`src/hsv2rgb_pkg.sv`:
```
// shared types, constants and sector codes for the hsv to rgb converter
package hsv2rgb_pkg;

   // channel format: all ones means full scale
   localparam int CH_BITS = 8;
   localparam logic [CH_BITS-1:0] CH_MAX = '1;

   // hue: degrees with 8 fraction bits
   localparam int HUE_BITS = 17;
   localparam int FRAC_BITS = 8;
   localparam logic [HUE_BITS-1:0] HUE_FULL = 17'd92160;
   localparam logic [HUE_BITS-1:0] HUE_SECTOR = 17'd15360;

   // remainder within a sector, and the remainder over four
   localparam int REM_BITS = 14;
   localparam int DEG_SHIFT = 2;
   localparam int QUART_BITS = REM_BITS - DEG_SHIFT;

   // x / 15 as (x * 4369) >> 16 plus one correction step
   localparam int FRAC_DIV = 15;
   localparam int RECIP_BITS = 13;
   localparam logic [RECIP_BITS-1:0] RECIP15 = 13'd4369;
   localparam int RECIP_SHIFT = 16;

   // scaled saturation terms and products
   localparam int SCALE_BITS = CH_BITS + FRAC_BITS;
   localparam logic [SCALE_BITS-1:0] SCALE_ONE = {CH_MAX, {FRAC_BITS{1'b0}}};
   localparam int PROD_BITS = 2 * CH_BITS;

   typedef logic [CH_BITS-1:0] chan_type;

   typedef enum logic [2:0] {
      SECT_RY = 3'd0,
      SECT_YG = 3'd1,
      SECT_GC = 3'd2,
      SECT_CB = 3'd3,
      SECT_BM = 3'd4,
      SECT_MR = 3'd5
   } sector_type;

   // hue split result: sector, fraction and the channel inputs
   typedef struct packed {
      sector_type             sector;
      logic [FRAC_BITS-1:0]   frac;
      chan_type               sat;
      chan_type               val;
   } split_type;

   // scaled intermediates ready for channel routing
   typedef struct packed {
      sector_type sector;
      chan_type   sat;
      chan_type   val;
      chan_type   p;
      chan_type   q;
      chan_type   t;
   } pqt_type;

endpackage

```
`src/hsv2rgb_if.sv`:
```
// valid/ready channel interfaces for hsv pixels in and rgb pixels out
interface hsv2rgb_hsv_if import hsv2rgb_pkg::*; ();
   logic                valid;
   logic                ready;
   logic [HUE_BITS-1:0] hue;
   chan_type            saturation;
   chan_type            brightness;

   modport source(output valid, hue, saturation, brightness, input ready);
   modport sink(input valid, hue, saturation, brightness, output ready);
endinterface

interface hsv2rgb_rgb_if import hsv2rgb_pkg::*; ();
   logic     valid;
   logic     ready;
   chan_type red;
   chan_type green;
   chan_type blue;

   modport source(output valid, red, green, blue, input ready);
   modport sink(input valid, red, green, blue, output ready);
endinterface

```
`src/hsv2rgb_hue_split.sv`:
```
// three-stage hue split: range wrap and sector, then fraction by reciprocal multiply
module hsv2rgb_hue_split import hsv2rgb_pkg::*; (
   input  logic                clock,
   input  logic                reset,
   input  logic                in_valid,
   output logic                in_ready,
   input  logic [HUE_BITS-1:0] in_hue,
   input  chan_type            in_sat,
   input  chan_type            in_val,
   output logic                out_valid,
   input  logic                out_ready,
   output split_type           out_data
);

   logic st1_valid_ff, st2_valid_ff, st3_valid_ff;
   logic st1_en, st2_en, st3_en;

   // stage 1 registers
   sector_type            st1_sector_ff, st1_sector_in;
   logic [REM_BITS-1:0]   st1_rem_ff, st1_rem_in;
   chan_type              st1_sat_ff, st1_val_ff;

   // stage 2 registers
   sector_type            st2_sector_ff;
   logic [QUART_BITS-1:0] st2_quart_ff, st2_quart_in;
   logic [FRAC_BITS-1:0]  st2_q0_ff, st2_q0_in;
   chan_type              st2_sat_ff, st2_val_ff;

   // stage 3 registers
   split_type             st3_data_ff, st3_data_in;

   assign st3_en   = !st3_valid_ff || out_ready;
   assign st2_en   = !st2_valid_ff || st3_en;
   assign st1_en   = !st1_valid_ff || st2_en;
   assign in_ready = st1_en;

   // out-of-range hue wraps to zero, then pick sector and base
   always_comb begin
      logic [HUE_BITS-1:0] hue_w;
      logic [HUE_BITS-1:0] base;
      hue_w = (in_hue >= HUE_FULL) ? '0 : in_hue;
      priority if (hue_w < HUE_SECTOR) begin
         st1_sector_in = SECT_RY;
         base          = '0;
      end else if (hue_w < HUE_BITS'(2 * HUE_SECTOR)) begin
         st1_sector_in = SECT_YG;
         base          = HUE_SECTOR;
      end else if (hue_w < HUE_BITS'(3 * HUE_SECTOR)) begin
         st1_sector_in = SECT_GC;
         base          = HUE_BITS'(2 * HUE_SECTOR);
      end else if (hue_w < HUE_BITS'(4 * HUE_SECTOR)) begin
         st1_sector_in = SECT_CB;
         base          = HUE_BITS'(3 * HUE_SECTOR);
      end else if (hue_w < HUE_BITS'(5 * HUE_SECTOR)) begin
         st1_sector_in = SECT_BM;
         base          = HUE_BITS'(4 * HUE_SECTOR);
      end else begin
         st1_sector_in = SECT_MR;
         base          = HUE_BITS'(5 * HUE_SECTOR);
      end
      st1_rem_in = REM_BITS'(hue_w - base);
   end

   // rem / 60 = (rem / 4) / 15, estimate by reciprocal
   always_comb begin
      logic [QUART_BITS+RECIP_BITS-1:0] prod;
      st2_quart_in = st1_rem_ff[REM_BITS-1:DEG_SHIFT];
      prod         = st2_quart_in * RECIP15;
      st2_q0_in    = prod[RECIP_SHIFT+FRAC_BITS-1:RECIP_SHIFT];
   end

   // estimate is low by at most one
   always_comb begin
      logic [QUART_BITS-1:0] back;
      logic [QUART_BITS-1:0] resid;
      back   = QUART_BITS'(st2_q0_ff) * QUART_BITS'(FRAC_DIV);
      resid  = st2_quart_ff - back;
      st3_data_in.sector = st2_sector_ff;
      st3_data_in.frac   = st2_q0_ff + FRAC_BITS'(resid >= QUART_BITS'(FRAC_DIV));
      st3_data_in.sat    = st2_sat_ff;
      st3_data_in.val    = st2_val_ff;
   end

   always_ff @(posedge clock) begin
      if (reset) begin
         st1_valid_ff <= 1'b0;
         st2_valid_ff <= 1'b0;
         st3_valid_ff <= 1'b0;
      end else begin
         if (st1_en) st1_valid_ff <= in_valid;
         if (st2_en) st2_valid_ff <= st1_valid_ff;
         if (st3_en) st3_valid_ff <= st2_valid_ff;
      end
   end

   always_ff @(posedge clock) begin
      if (st1_en) begin
         st1_sector_ff <= st1_sector_in;
         st1_rem_ff    <= st1_rem_in;
         st1_sat_ff    <= in_sat;
         st1_val_ff    <= in_val;
      end
      if (st2_en) begin
         st2_sector_ff <= st1_sector_ff;
         st2_quart_ff  <= st2_quart_in;
         st2_q0_ff     <= st2_q0_in;
         st2_sat_ff    <= st1_sat_ff;
         st2_val_ff    <= st1_val_ff;
      end
      if (st3_en) begin
         st3_data_ff <= st3_data_in;
      end
   end

   assign out_valid = st3_valid_ff;
   assign out_data  = st3_data_ff;

endmodule

```
`src/hsv2rgb_scale.sv`:
```
// three-stage p/q/t scaling: saturation products, value products, divide by full scale
module hsv2rgb_scale import hsv2rgb_pkg::*; (
   input  logic      clock,
   input  logic      reset,
   input  logic      in_valid,
   output logic      in_ready,
   input  split_type in_data,
   output logic      out_valid,
   input  logic      out_ready,
   output pqt_type   out_data
);

   // floor(y / CH_MAX) for y up to CH_MAX squared, one correction step
   function automatic chan_type div_by_max(input logic [PROD_BITS-1:0] y);
      logic [PROD_BITS:0]   acc;
      logic [CH_BITS:0]     q0;
      logic [PROD_BITS-1:0] back;
      logic [PROD_BITS-1:0] resid;
      acc   = {1'b0, y} + (PROD_BITS+1)'(y >> CH_BITS);
      q0    = acc[PROD_BITS:CH_BITS];
      back  = (PROD_BITS'(q0) << CH_BITS) - PROD_BITS'(q0);
      resid = y - back;
      return CH_BITS'(q0) + CH_BITS'(resid >= PROD_BITS'(CH_MAX));
   endfunction

   logic st4_valid_ff, st5_valid_ff, st6_valid_ff;
   logic st4_en, st5_en, st6_en;

   // stage 4 registers
   sector_type            st4_sector_ff;
   chan_type              st4_sat_ff, st4_val_ff;
   logic [SCALE_BITS-1:0] st4_sf_ff, st4_sf_in;
   logic [SCALE_BITS-1:0] st4_st_ff, st4_st_in;
   logic [PROD_BITS-1:0]  st4_pm_ff, st4_pm_in;

   // stage 5 registers
   sector_type            st5_sector_ff;
   chan_type              st5_sat_ff, st5_val_ff;
   logic [PROD_BITS-1:0]  st5_yq_ff, st5_yq_in;
   logic [PROD_BITS-1:0]  st5_yt_ff, st5_yt_in;
   logic [PROD_BITS-1:0]  st5_pm_ff;

   // stage 6 registers
   pqt_type               st6_data_ff, st6_data_in;

   assign st6_en   = !st6_valid_ff || out_ready;
   assign st5_en   = !st5_valid_ff || st6_en;
   assign st4_en   = !st4_valid_ff || st5_en;
   assign in_ready = st4_en;

   // s*f, s*(256-f) and v*(max-s)
   always_comb begin
      logic [FRAC_BITS:0]          comp;
      logic [CH_BITS+FRAC_BITS:0]  st_full;
      comp      = (FRAC_BITS+1)'(1 << FRAC_BITS) - {1'b0, in_data.frac};
      st4_sf_in = in_data.sat * in_data.frac;
      st_full   = in_data.sat * comp;
      st4_st_in = st_full[SCALE_BITS-1:0];
      st4_pm_in = in_data.val * (CH_MAX - in_data.sat);
   end

   // v times the scaled complement, fraction bits dropped
   always_comb begin
      logic [CH_BITS+SCALE_BITS-1:0] q_full;
      logic [CH_BITS+SCALE_BITS-1:0] t_full;
      q_full    = st4_val_ff * (SCALE_ONE - st4_sf_ff);
      t_full    = st4_val_ff * (SCALE_ONE - st4_st_ff);
      st5_yq_in = q_full[CH_BITS+SCALE_BITS-1:FRAC_BITS];
      st5_yt_in = t_full[CH_BITS+SCALE_BITS-1:FRAC_BITS];
   end

   always_comb begin
      st6_data_in.sector = st5_sector_ff;
      st6_data_in.sat    = st5_sat_ff;
      st6_data_in.val    = st5_val_ff;
      st6_data_in.p      = div_by_max(st5_pm_ff);
      st6_data_in.q      = div_by_max(st5_yq_ff);
      st6_data_in.t      = div_by_max(st5_yt_ff);
   end

   always_ff @(posedge clock) begin
      if (reset) begin
         st4_valid_ff <= 1'b0;
         st5_valid_ff <= 1'b0;
         st6_valid_ff <= 1'b0;
      end else begin
         if (st4_en) st4_valid_ff <= in_valid;
         if (st5_en) st5_valid_ff <= st4_valid_ff;
         if (st6_en) st6_valid_ff <= st5_valid_ff;
      end
   end

   always_ff @(posedge clock) begin
      if (st4_en) begin
         st4_sector_ff <= in_data.sector;
         st4_sat_ff    <= in_data.sat;
         st4_val_ff    <= in_data.val;
         st4_sf_ff     <= st4_sf_in;
         st4_st_ff     <= st4_st_in;
         st4_pm_ff     <= st4_pm_in;
      end
      if (st5_en) begin
         st5_sector_ff <= st4_sector_ff;
         st5_sat_ff    <= st4_sat_ff;
         st5_val_ff    <= st4_val_ff;
         st5_yq_ff     <= st5_yq_in;
         st5_yt_ff     <= st5_yt_in;
         st5_pm_ff     <= st4_pm_ff;
      end
      if (st6_en) begin
         st6_data_ff <= st6_data_in;
      end
   end

   assign out_valid = st6_valid_ff;
   assign out_data  = st6_data_ff;

endmodule

```
`src/hsv_to_rgb_converter.sv`:
```
// hsv to rgb pixel converter top level: seven-stage pipeline with output register
//
//   channel | port    | direction | beat contents
//   --------+---------+-----------+-----------------------------------------
//   input   | req_bus | sink      | hue (17b, deg * 256), saturation, brightness
//   result  | rsp_bus | source    | red, green, blue (8b each)
//
// one pixel enters per clock and one rgb beat leaves per clock when the
// result side keeps ready high
// seven register stages: sector split, fraction estimate, fraction fix,
// saturation products, value products, divide by full scale, channel routing
// each stage holds its beat while the next one is full and stalled; an empty
// stage takes a beat even when later stages stall, so bubbles get squeezed out
// req_bus.ready is combinational from rsp_bus.ready through the stage enables
// synchronous reset clears all valid bits; payload registers are not reset
module hsv_to_rgb_converter import hsv2rgb_pkg::*; (
   input logic           clock,
   input logic           reset,
   hsv2rgb_hsv_if.sink   req_bus,
   hsv2rgb_rgb_if.source rsp_bus
);

   // hue split to scaling
   logic      split_valid;
   logic      split_ready;
   split_type split_data;

   // scaling to output stage
   logic      pqt_valid;
   logic      pqt_ready;
   pqt_type   pqt_data;

   // output register
   logic      rsp_valid_ff;
   logic      out_en;
   chan_type  red_ff, red_in;
   chan_type  green_ff, green_in;
   chan_type  blue_ff, blue_in;

   // stages 1-3: wrap, sector, fraction
   hsv2rgb_hue_split u_split (
      .clock     (clock),
      .reset     (reset),
      .in_valid  (req_bus.valid),
      .in_ready  (req_bus.ready),
      .in_hue    (req_bus.hue),
      .in_sat    (req_bus.saturation),
      .in_val    (req_bus.brightness),
      .out_valid (split_valid),
      .out_ready (split_ready),
      .out_data  (split_data)
   );

   // stages 4-6: p, q and t
   hsv2rgb_scale u_scale (
      .clock     (clock),
      .reset     (reset),
      .in_valid  (split_valid),
      .in_ready  (split_ready),
      .in_data   (split_data),
      .out_valid (pqt_valid),
      .out_ready (pqt_ready),
      .out_data  (pqt_data)
   );

   // stage 7: output register doubles as the skid between pipe and consumer
   assign out_en    = !rsp_valid_ff || rsp_bus.ready;
   assign pqt_ready = out_en;

   // route v, p, q, t per sector; zero saturation gives gray
   always_comb begin
      if (pqt_data.sat == '0) begin
         red_in   = pqt_data.val;
         green_in = pqt_data.val;
         blue_in  = pqt_data.val;
      end else begin
         unique case (pqt_data.sector)
            SECT_RY: begin
               red_in   = pqt_data.val;
               green_in = pqt_data.t;
               blue_in  = pqt_data.p;
            end
            SECT_YG: begin
               red_in   = pqt_data.q;
               green_in = pqt_data.val;
               blue_in  = pqt_data.p;
            end
            SECT_GC: begin
               red_in   = pqt_data.p;
               green_in = pqt_data.val;
               blue_in  = pqt_data.t;
            end
            SECT_CB: begin
               red_in   = pqt_data.p;
               green_in = pqt_data.q;
               blue_in  = pqt_data.val;
            end
            SECT_BM: begin
               red_in   = pqt_data.t;
               green_in = pqt_data.p;
               blue_in  = pqt_data.val;
            end
            default: begin
               // magenta-red sector and unused codes
               red_in   = pqt_data.val;
               green_in = pqt_data.p;
               blue_in  = pqt_data.q;
            end
         endcase
      end
   end

   always_ff @(posedge clock) begin
      if (reset) begin
         rsp_valid_ff <= 1'b0;
      end else if (out_en) begin
         rsp_valid_ff <= pqt_valid;
      end
   end

   always_ff @(posedge clock) begin
      if (out_en) begin
         red_ff   <= red_in;
         green_ff <= green_in;
         blue_ff  <= blue_in;
      end
   end

   assign rsp_bus.valid = rsp_valid_ff;
   assign rsp_bus.red   = red_ff;
   assign rsp_bus.green = green_ff;
   assign rsp_bus.blue  = blue_ff;

endmodule

```
`src/flat_wrapper.sv`:
```
// flat-port wrapper written by rule: the top's interface ports become plain ports
module hsv_to_rgb_converter_flat import hsv2rgb_pkg::*;
  (clock, reset, req_bus_valid, req_bus_hue, req_bus_saturation, req_bus_brightness, req_bus_ready, rsp_bus_valid, rsp_bus_red, rsp_bus_green, rsp_bus_blue, rsp_bus_ready);
  hsv2rgb_hsv_if req_bus_i ();
  hsv2rgb_rgb_if rsp_bus_i ();
  input logic clock;
  input logic reset;
  input wire logic [$bits(req_bus_i.valid)-1:0] req_bus_valid;
  input wire logic [$bits(req_bus_i.hue)-1:0] req_bus_hue;
  input wire logic [$bits(req_bus_i.saturation)-1:0] req_bus_saturation;
  input wire logic [$bits(req_bus_i.brightness)-1:0] req_bus_brightness;
  output wire logic [$bits(req_bus_i.ready)-1:0] req_bus_ready;
  output wire logic [$bits(rsp_bus_i.valid)-1:0] rsp_bus_valid;
  output wire logic [$bits(rsp_bus_i.red)-1:0] rsp_bus_red;
  output wire logic [$bits(rsp_bus_i.green)-1:0] rsp_bus_green;
  output wire logic [$bits(rsp_bus_i.blue)-1:0] rsp_bus_blue;
  input wire logic [$bits(rsp_bus_i.ready)-1:0] rsp_bus_ready;
  assign req_bus_i.valid = req_bus_valid;
  assign req_bus_i.hue = req_bus_hue;
  assign req_bus_i.saturation = req_bus_saturation;
  assign req_bus_i.brightness = req_bus_brightness;
  assign req_bus_ready = req_bus_i.ready;
  assign rsp_bus_valid = rsp_bus_i.valid;
  assign rsp_bus_red = rsp_bus_i.red;
  assign rsp_bus_green = rsp_bus_i.green;
  assign rsp_bus_blue = rsp_bus_i.blue;
  assign rsp_bus_i.ready = rsp_bus_ready;
  hsv_to_rgb_converter u_core (.clock(clock), .reset(reset), .req_bus(req_bus_i), .rsp_bus(rsp_bus_i));
endmodule
```
`config.mk`:
```
export PLATFORM = sky130hd
export DESIGN_NAME = hsv_to_rgb_converter_flat
export DESIGN_NICKNAME = d
export VERILOG_FILES = /design/src/hsv2rgb_pkg.sv /design/src/hsv2rgb_if.sv /design/src/hsv2rgb_hue_split.sv /design/src/hsv2rgb_scale.sv /design/src/hsv_to_rgb_converter.sv /design/src/flat_wrapper.sv
export SDC_FILE = /design/constraint.sdc
export NUM_CORES = 2
export LEC_CHECK = 0
export BUFFER_PORTS_ARGS = -buffer_cell sky130_fd_sc_hd__buf_2
export CORE_ASPECT_RATIO = 1.5
export CORE_MARGIN = 2
export CORE_UTILIZATION = 60
export CTS_BUF_LIST = sky130_fd_sc_hd__clkbuf_4 sky130_fd_sc_hd__clkbuf_8
export CTS_CLUSTER_DIAMETER = 60
export DETAILED_ROUTE_END_ITERATION = 8
export GPL_TIMING_DRIVEN = 0
export PLACE_DENSITY_LB_ADDON = 0.15
export SETUP_SLACK_MARGIN = 0.3
export SYNTH_ARGS = -nofsm -noshare
export SYNTH_HDL_FRONTEND = slang
export SYNTH_SLANG_ARGS = --single-unit
```
`constraint.sdc`:
```
create_clock -name clock -period 7.05 [get_ports clock]
set_input_delay 2.115 -clock clock [delete_from_list [all_inputs] [get_ports clock]]
set_output_delay 2.115 -clock clock [all_outputs]
set_load 0.02 [all_outputs]
```
==> results.py <==
metrics = {
    "cts": {
        "clock_latency_ns": 0.63,
        "cts_sinks": 304,
        "htreeDepth": 2,
        "hold_buffers": 0,
        "cts_tree": "yes",
        "cts_buffer_depth": 3,
        "cts_root_buf": "clkbuf_8",
        "path_clk_slew_ns": 0.06,
        "cts_made_buffers": 49,
    },
    "detailed_routing": {
        "wirelength_mm": 69.2,
        "first_pass_iters": 7,
        "antenna_left": 0,
        "drt_drc_violations_left": 0,
        "first_iter_violations": 993,
        "vias": 22512,
        "avgViaCountPerCell": 5.57,
        "routedWlPerCell_um": 17.1,
    },
    "synth": {
        "ys.flop_type": "edfxtp_1",
        "ys_types": 80,
        "netlist_instances": 3190,
        "syn_nets": 3947,
        "synth-seq-cells": 304,
        "avgSynthCellArea_um2": 10.1,
        "synth_edf_count": 297,
        "syn_area_um2": 32400,
        "ys_async_sr_fraction_pct": 0,
        "ys_seq_area_share_pct": 28.0,
        "ys.warnings.count": 0,
    },
    "timing": {
        "rsz0062_at_grt": "yes",
        "hold_viol_final": 0,
        "slew_viol_final": 0,
        "setup_viol": 0,
        "final.setup_skew_ns": 0.0199,
        "relSlewSlack_pct": 21.8,
        "worstMarginPinSlew_ns": 1.17,
        "period_needed_ns": 6.48,
        "final.period_utilization_pct": 91.9,
        "max_freq_mhz": 154,
    },
    "grt": {
        "antenna_found_initial": 1,
        "grtUsageTotal_pct": 25.5,
        "grt-ovfl-total": 0,
        "grt_pass1_wl_mm": 115,
        "grt_max_degree": 68,
        "grt_pass1_vias": 24094,
    },
    "finish": {
        "final_nets": 4072,
        "layout.cells.non_filler": 4044,
        "layout_commonest_cell": "inv_1",
        "final_cell_mix": "inv_1 (600), ha_1 (373), fa_1 (347), edfxtp_1 (297), nand2_1 (264)",
        "fill_cells": 4257,
        "syn_to_final_growth_pct": 7.81,
        "layout-drive-gt1-share_pct": 6.56,
    },
    "setup_path": {
        "worstPathRequired_ns": 7.40,
        "cp_data_arrival_time_ns": 6.83,
        "crit_path_end_kind": "flop",
        "critPathKind": "reg2reg",
        "critPathMaxFanout": 8,
        "cp-start-kind": "flop",
    },
    "floorplanning": {
        "io_pins": 63,
        "core_um2": 53500,
        "dieArea_um2": 55900,
        "die_x_um": 194,
        "floorplan.rows": 104,
        "start_util_pct": 60.5,
        "fp.dieH_um": 288,
    },
    "placement": {
        "gp_congestion": 0.883,
        "portBuffers": 60,
        "post-place-cells": 3943,
        "dpl.hpwl_mm": 56.9,
    },
    "status": {
        "status": "finished, final reports clean",
    },
    "min_path": {
        "hold_path_class": "reg2reg",
    },
    "run": {
        "maxCapViolations": 0,
    },
}
layer usage:
metal  part of all wire (%)  global-route usage (%)  vias up
met5                      0                       0        -
met4                    5.9                    14.0        0
met3                    3.3                    2.69      215
met2                     54                    48.7      513
met1                     37                    27.5    11096
li1                       -                       -    10688
kinds of logic (layout without fill, tap and decap cells):
family | Yosys count | after routing | synth area share, %
other | 0 | 1 | 0
AO/OA/AOI/OAI | 352 | 352 | 7.25
AND/OR/NAND/NOR | 904 | 904 | 14.5
multiplexers | 30 | 30 | 0.928
flip-flops | 304 | 304 | 28.0
adder cells (fa/ha/maj) | 720 | 720 | 35.9
XOR/XNOR | 205 | 205 | 5.57
buffers and inverters | 675 | 839 | 7.84
final timing paths:
path | startpoint | end | slack [ns] | cells after the start
worst max-delay path | u_core.u_scale.st4_st_ff[4] | u_core.u_scale.st5_yt_ff[15] | 0.57 | 22
worst min-delay path | u_core.u_scale.st5_val_ff[5] | u_core.u_scale.out_data[29] | 0.41 | 0
worst max register to register | u_core.u_scale.st4_st_ff[4] | u_core.u_scale.st5_yt_ff[15] | 0.57 | 22
worst min register to register | u_core.u_scale.st5_val_ff[5] | u_core.u_scale.out_data[29] | 0.41 | 0
synth_stat cells, types with 11 or more instances:
cell / count / area [um2]
and3_1: 29 / 181
nor2b_1: 61 / 382
a21oi_1: 111 / 556
o211ai_1: 11 / 82.6
nand4_1: 21 / 131
edfxtp_1: 297 / 8920
nand2b_1: 55 / 344
o21ai_0: 49 / 245
fa_1: 347 / 6950
clkbuf_1: 67 / 251
nand2_1: 265 / 995
a221oi_1: 15 / 131
a21o_1: 27 / 203
xnor2_1: 140 / 1230
inv_1: 602 / 2260
and2_1: 228 / 1430
or2_2: 14 / 87.6
nor3_1: 41 / 205
o21a_1: 23 / 173
o22ai_1: 11 / 68.8
a31oi_1: 19 / 119
nand3_1: 46 / 230
mux2i_1: 30 / 300
nor2_1: 98 / 368
xor2_1: 64 / 561
ha_1: 373 / 4670
per-stage QoR:
stage               util [%]    TNS, ns  instance area, um2  setup WS (ns)  hold WS (ns)
floorplan                  -          0               32400           1.01         0.400
global placement        62.7     -0.114               33500         -0.114         0.401
detailed placement      62.9  -0.000434               33600      -0.000434         0.405
CTS                     64.8          0               34700          0.309         0.410
global route            65.2          0               34900          0.257         0.421
finish                  65.2          0               34900          0.569         0.412
area by class of cell:
class	count	area, um2	area share (%)
multi-input combinational	2211	21000	60.1
clock inverter	27	214	0.613
inverter	602	2260	6.48
sequential	304	9060	26.0
timing repair buffer	74	450	1.29
antenna	1	2.50	0.00717
buffer	73	282	0.807
tap	689	862	2.47
clock buffer	63	779	2.23
sequential cells by signal, indices dropped and copies added (netlist names), 12 cells and up:
| name | cells |
|---|---|
| u_core.u_split.st2_quart_ff | 12 |
| u_core.u_scale.out_data | 43 |
| u_core.u_split.out_data | 27 |
| u_core.u_scale.st4_pm_ff | 16 |
| u_core.u_scale.st4_sf_ff | 16 |
| u_core.u_scale.st4_st_ff | 15 |
| u_core.u_split.st1_rem_ff | 12 |
| u_core.u_scale.st5_yt_ff | 16 |
| u_core.u_scale.st5_pm_ff | 16 |
| u_core.u_scale.st5_yq_ff | 16 |
worst max-delay path, cell delays in order, from the launching register on:
cell and delay [ns]:
edfxtp_1 0.44, nor4_2 0.44, nand2b_1 0.19, o41ai_4 0.34
nor2_1 0.15, xnor2_2 0.37, nand2_1 0.14, fa_1 0.54
inv_1 0.07, fa_1 0.52, inv_1 0.06, fa_1 0.47
fa_1 0.54, inv_1 0.04, ha_1 0.31, o21a_1 0.18
o21a_1 0.16, o21a_1 0.16, o22a_2 0.26, o211ai_1 0.21
a21oi_1 0.12, o41ai_1 0.41, a2111oi_2 0.09
repair_timing:
item | 4_1_cts | 5_1_grt
resized for setup | 8 | 23
pin swaps | 0 | 5
setup endpoints to repair | 6 | 15
setup buffers | 0 | 10
Power is not shown: default switching activity piles up to over one toggle a cycle in this logic, so the estimate is an artifact.
